[config.mk]
export PLATFORM = sky130hd
export DESIGN_NAME = lpst_seq
export DESIGN_NICKNAME = d
export VERILOG_FILES = /design/src/hw/rtl/lpst_pkg.sv /design/src/hw/rtl/lpst_seq.sv
export SDC_FILE = /design/constraint.sdc
export NUM_CORES = 1
export LEC_CHECK = 0
export CAP_MARGIN = 20
export CORE_AREA = 2 2 39 41
export DETAILED_ROUTE_END_ITERATION = 10
export DIE_AREA = 0 0 41 43
export DONT_BUFFER_PORTS = 1
export PLACE_DENSITY = 0.5
export SLEW_MARGIN = 10
export SYNTH_ARGS = -nofsm -noshare
export SYNTH_HDL_FRONTEND = slang
export SYNTH_SLANG_ARGS = --single-unit
[constraint.sdc]
create_clock -name clock -period 3.5 [get_ports clock]
set_clock_uncertainty 0.1 [all_clocks]
set_input_delay 0.175 -clock clock [delete_from_list [all_inputs] [get_ports clock]]
set_output_delay 0.175 -clock clock [all_outputs]
set_load 0.02 [all_outputs]
[src/hw/rtl/lpst_pkg.sv]
package lpst_pkg;

   localparam int TABLE_SIZE_DEF = 8;

   localparam int LEN_W    = 4;
   localparam int HEAD_W   = 64;
   localparam int TAIL_W   = 8;
   localparam int HANDLE_W = 16;
   localparam int STATUS_W = 2;
   localparam int SLOT_OUT_W = 3;

   typedef logic [STATUS_W-1:0] status_type;

   localparam status_type ST_INSERTED  = 2'd0;
   localparam status_type ST_FOUND     = 2'd1;
   localparam status_type ST_NOT_FOUND = 2'd2;
   localparam status_type ST_FULL      = 2'd3;

   localparam logic OP_INSERT = 1'b0;
   localparam logic OP_LOOKUP = 1'b1;

   // one stored slot: key and handle side by side in the key ram
   typedef struct packed {
      logic [LEN_W-1:0]    key_length;
      logic [HEAD_W-1:0]   key_head;
      logic [TAIL_W-1:0]   key_tail;
      logic [HANDLE_W-1:0] handle;
   } slot_entry_type;

   localparam int ENTRY_W = $bits(slot_entry_type);

   // microprogram addresses
   typedef logic [3:0] upc_type;

   localparam upc_type UP_IDLE        = 4'd0;
   localparam upc_type UP_DISPATCH    = 4'd1;
   localparam upc_type UP_INS_CHECK   = 4'd2;
   localparam upc_type UP_INS_PROBE   = 4'd3;
   localparam upc_type UP_LOOK_PROBE  = 4'd4;
   localparam upc_type UP_LOOK_END    = 4'd5;
   localparam upc_type UP_EMIT_FULL   = 4'd6;
   localparam upc_type UP_EMIT_INSERT = 4'd7;
   localparam upc_type UP_EMIT_FOUND  = 4'd8;
   localparam upc_type UP_EMIT_MISS   = 4'd9;

   typedef enum logic [2:0] {
      COND_ALWAYS,
      COND_REQ_VALID,
      COND_IS_LOOKUP,
      COND_TABLE_FULL,
      COND_SLOT_FREE,
      COND_LOOK_STOP,
      COND_KEY_HIT,
      COND_OUT_FREE
   } cond_type;

   typedef enum logic [2:0] {
      ACT_NONE,
      ACT_LOAD,
      ACT_ADVANCE,
      ACT_EMIT,
      ACT_STORE_EMIT
   } act_type;

   typedef struct packed {
      cond_type   cond;
      upc_type    jump_t;
      upc_type    jump_f;
      act_type    act_t;
      act_type    act_f;
      status_type status;
      logic       ready;
   } ucode_type;

   // datapath status seen by the sequencer
   typedef struct packed {
      logic req_valid;
      logic is_lookup;
      logic table_full;
      logic slot_free;
      logic look_stop;
      logic key_hit;
      logic out_free;
   } flags_type;

   // sequencer commands to the datapath
   typedef struct packed {
      act_type    act;
      status_type status;
      logic       ready;
   } ctrl_type;

   function automatic ucode_type ucode_rom(input upc_type upc);
      ucode_type w;
      w = '{cond: COND_ALWAYS, jump_t: UP_IDLE, jump_f: UP_IDLE, act_t: ACT_NONE,
            act_f: ACT_NONE, status: ST_INSERTED, ready: 1'b0};
      case (upc)
         UP_IDLE: begin
            w.cond   = COND_REQ_VALID;
            w.jump_t = UP_DISPATCH;
            w.jump_f = UP_IDLE;
            w.act_t  = ACT_LOAD;
            w.ready  = 1'b1;
         end
         UP_DISPATCH: begin
            w.cond   = COND_IS_LOOKUP;
            w.jump_t = UP_LOOK_PROBE;
            w.jump_f = UP_INS_CHECK;
         end
         UP_INS_CHECK: begin
            w.cond   = COND_TABLE_FULL;
            w.jump_t = UP_EMIT_FULL;
            w.jump_f = UP_INS_PROBE;
         end
         UP_INS_PROBE: begin
            w.cond   = COND_SLOT_FREE;
            w.jump_t = UP_EMIT_INSERT;
            w.jump_f = UP_INS_PROBE;
            w.act_f  = ACT_ADVANCE;
         end
         UP_LOOK_PROBE: begin
            w.cond   = COND_LOOK_STOP;
            w.jump_t = UP_LOOK_END;
            w.jump_f = UP_LOOK_PROBE;
            w.act_f  = ACT_ADVANCE;
         end
         UP_LOOK_END: begin
            w.cond   = COND_KEY_HIT;
            w.jump_t = UP_EMIT_FOUND;
            w.jump_f = UP_EMIT_MISS;
         end
         UP_EMIT_FULL: begin
            w.cond   = COND_OUT_FREE;
            w.jump_t = UP_IDLE;
            w.jump_f = UP_EMIT_FULL;
            w.act_t  = ACT_EMIT;
            w.status = ST_FULL;
         end
         UP_EMIT_INSERT: begin
            w.cond   = COND_OUT_FREE;
            w.jump_t = UP_IDLE;
            w.jump_f = UP_EMIT_INSERT;
            w.act_t  = ACT_STORE_EMIT;
            w.status = ST_INSERTED;
         end
         UP_EMIT_FOUND: begin
            w.cond   = COND_OUT_FREE;
            w.jump_t = UP_IDLE;
            w.jump_f = UP_EMIT_FOUND;
            w.act_t  = ACT_EMIT;
            w.status = ST_FOUND;
         end
         UP_EMIT_MISS: begin
            w.cond   = COND_OUT_FREE;
            w.jump_t = UP_IDLE;
            w.jump_f = UP_EMIT_MISS;
            w.act_t  = ACT_EMIT;
            w.status = ST_NOT_FOUND;
         end
         default: begin
            w.jump_t = UP_IDLE;
            w.jump_f = UP_IDLE;
         end
      endcase
      return w;
   endfunction

endpackage

[src/hw/rtl/lpst_seq.sv]
module lpst_seq import lpst_pkg::*; (
   input  logic      clock,
   input  logic      reset,
   input  flags_type flags,
   output ctrl_type  ctrl
);

   upc_type   upc_ff;
   upc_type   upc_in;
   ucode_type word;
   logic      take;

   assign word = ucode_rom(upc_ff);

   always_comb begin
      case (word.cond)
         COND_ALWAYS:     take = 1'b1;
         COND_REQ_VALID:  take = flags.req_valid;
         COND_IS_LOOKUP:  take = flags.is_lookup;
         COND_TABLE_FULL: take = flags.table_full;
         COND_SLOT_FREE:  take = flags.slot_free;
         COND_LOOK_STOP:  take = flags.look_stop;
         COND_KEY_HIT:    take = flags.key_hit;
         COND_OUT_FREE:   take = flags.out_free;
         default:         take = 1'b1;
      endcase
   end

   assign upc_in      = take ? word.jump_t : word.jump_f;
   assign ctrl.act    = take ? word.act_t : word.act_f;
   assign ctrl.status = word.status;
   assign ctrl.ready  = word.ready;

   always_ff @(posedge clock) begin
      if (reset) begin
         upc_ff <= UP_IDLE;
      end else begin
         upc_ff <= upc_in;
      end
   end

endmodule

==> impl_metrics.csv <==
group,metric,value,unit
synth,ys_top_cells_by_count,"a21oi_1, nor2_1, clkbuf_1",
synth,async_flop_share,0,
cells_and_area,regMostFlops,"upc_ff",
run_status,status,"finished, final reports clean",
grt,grt_pass1_vias,375,
clocking,cts_setup_buffers,0,
floorplan,dieWidth,41,um
placement,dpl.hpwl,765.4,um
floorplan,dieArea,1763,um2
route,vias,470,
timing,maxSlewHeadroom,0.4177,
synth,yosys_warnings,0,
cells_and_area,insertedDiodeCount,0,
cells_and_area,syn_to_final_growth,4.945,%
power_and_ir_drop,power_density,856.1,nW/um2
clocking,clkTransAtPathRegs,0.03,ns
timing,fin_ws,0.9884,ns
floorplan,initial_utilization,0.3291,
cells_and_area,drive_above_1_share,0.1500,
synth,syn_inst,62,
cells_and_area,largest_reg_flops,4,
route,first_pass_iters,4,
timing,rsz0062_at_grt,"false",
route,routedWlPerCell,14.50,um
setup_path,worst-r2r-cell-count,4,
floorplan,core_area,1384,um2
min_path,hp-start,"reset",
placement,port-buffer-count,0,
setup_path,r2r-end,"upc_ff[2]$_SDFF_PP0_",
synth,netlist.area_leader.share,0.1758,
setup_path,crit_chain,"mux2i_1 -> nor4_1 -> a211oi_2 -> nor3b_1",
cells_and_area,fin_area,478.0,um2
route,remaining_drc_errors,0,
route,drtAntennaViolNets,0,
grt,grt_overflow,0,
timing,fin_tns_setup,0,ns
synth,synth_flop_cell,"dfxtp_1",
setup_path,cp_max_fo,15,
placement,routabilityCongestion,0.7525,
synth,yosysMostFrequentCell,"a21oi_1",
synth,yosys.area.top_type,"dfxtp_1",
clocking,cts_made_buffers,3,
min_path,min_to,"upc_ff[1]$_SDFF_PP0_",
timing,hold_viol,0,
setup_path,slowest_stage,"dfxtp_1",
power_and_ir_drop,peakVddDrop,0.2946,mV
clocking,cts_resized,0,
synth,synth_edf_count,0,
setup_path,worstSetupPathType,"flip-flop to primary output",
placement,post-place-ws,1.229,ns
route,wl,1.102,mm
grt,grt_usage,0.1394,
floorplan,die_y,43,um
synth,ys_top_cells_by_area,"dfxtp_1, a21oi_1, mux2i_1, nor2_1, nand3_1",
synth,yosysSeqAreaShare,0.1758,
setup_path,cp.arrival,2.24,ns
cells_and_area,reg_top3,"upc_ff x4",
cells_and_area,multi_input_area,334.1,um2
cells_and_area,seq_area,80.08,um2
power_and_ir_drop,p_leak,0.1540,nW
grt,antenna_found_initial,0,
min_path,hp-class,"input port to flip-flop",
setup_path,reg2reg_from,"upc_ff[2]$_SDFF_PP0_",
clocking,cts_tree,"yes",
synth,synth_nets,71,
timing,tightest_slew,0.8654,ns
synth,synth.distinct_cells,31,
clocking,clock_sinks,4,
run,cap_violations,0,
timing,fin_crit_sh,0.7176,
route,viasPerCell,6.184,
setup_path,reg2reg_slack,1.54,ns
floorplan,rows,14,
setup_path,setup.worst_path.start_class,"flip-flop",
timing,whs,0.04312,ns
grt,grt_max_degree,18,
timing,min_period,2.512,ns
cells_and_area,utilization,0.3454,
synth,synth_area_per_cell,7.346,um2
grt,grt_pass1_wl,1.704,mm
timing,slew_viol_final,0,
timing,fmax,398.2,MHz
setup_path,critPathCaptureType,"primary output",
timing,finalSetupViolCount,0,
clocking,clk_path_buf_depth,2,
setup_path,slowest_delay,0.66,ns
clocking,htree_levels,1,
min_path,hold_depth,2,
cells_and_area,fillers,151,
cells_and_area,final_nets,71,
floorplan,io_pins,15,
synth,syn_area,455.4,um2
clocking,clock_latency,0.24,ns
route,drt_iter0_markers,14,
synth,ys_ff_latch,4,
setup_path,worstPathRequired,3.22,ns
clocking,cts_root_buf,"clkbuf_4",
placement,dpl-instance-area,445.4,um2
power by group:
part	internal, mW	switching, mW
clock	0.0382	0.0179
combinational	0.0913	0.134
sequential	0.0621	0.0661
total	0.192	0.218
cell families (layout without fill, tap and decap cells):
family / Yosys count / in the layout / synth area share
compound gates: 20 / 20 / 0.3214
mux: 4 / 4 / 0.09066
flops: 4 / 4 / 0.1758
simple gates: 25 / 25 / 0.3214
buf+inv: 9 / 7 / 0.09066
worst max path at each step:
stage                                     from      end  slack [ns]  cells after the start
after floorplan           upc_ff[3]$_SDFF_PP0_  ctrl[4]        1.65                      5
after global routing      upc_ff[2]$_SDFF_PP0_  ctrl[5]        0.84                      4
after detailed placement  upc_ff[2]$_SDFF_PP0_  ctrl[5]        1.23                      4
final                     upc_ff[2]$_SDFF_PP0_  ctrl[5]        0.99                      4
after CTS                 upc_ff[2]$_SDFF_PP0_  ctrl[5]        0.99                      4
after global placement    upc_ff[2]$_SDFF_PP0_  ctrl[5]        1.25                      4
stage by stage:
step / std cells / total power [mW]
2_1_floorplan: 62 / 0.3183
3_3_place_gp: 72 / 0.3572
3_5_place_dp: 72 / 0.3505
4_1_cts: 76 / 0.4103
5_1_grt: 76 / 0.4396
6_report: 76 / 0.4092
repair_timing:
| item | in CTS | in global routing |
|---|---|---|
| endpoints found under the hold margin | 1 | 0 |
| hold buffers | 1 | 0 |
| endpoints found under the setup margin | 0 | 0 |
per-layer routing:
layer	GRT usage	wire length, um	up-vias
met4	0.02000	0	0
li1	-	-	232
met1	0.1955	511	218
met2	0.1844	476	20
met5	0	0	-
met3	0.08377	115	0
cell type report:
type | count | area share
multi-input combinational | 49 | 0.6990
timing repair buffer | 1 | 0.02094
tap | 16 | 0.04188
clock buffer | 3 | 0.04712
inverter | 3 | 0.02356
sequential | 4 | 0.1675
cells in the final DEF (no fill, tap or decap), drive strengths merged, types with 2 or more instances in the layout:
cell	instances
mux2i	3
nand3	4
clkbuf	3
a21oi	7
o21ai	3
o32ai	2
nor2	6
nand3b	2
dfxtp	4
o21a	2
a211oi	2
inv	3
nor4	3
worst max-delay path, delay by kind of cell, from the launching register on:
family	cells	cell delay, ns
DFF	1	0.66
AOI/OAI and AO/OA	1	0.12
and+or+nand+nor	2	1.08
muxes	1	0.15
Power figures use the tool's default switching activity.
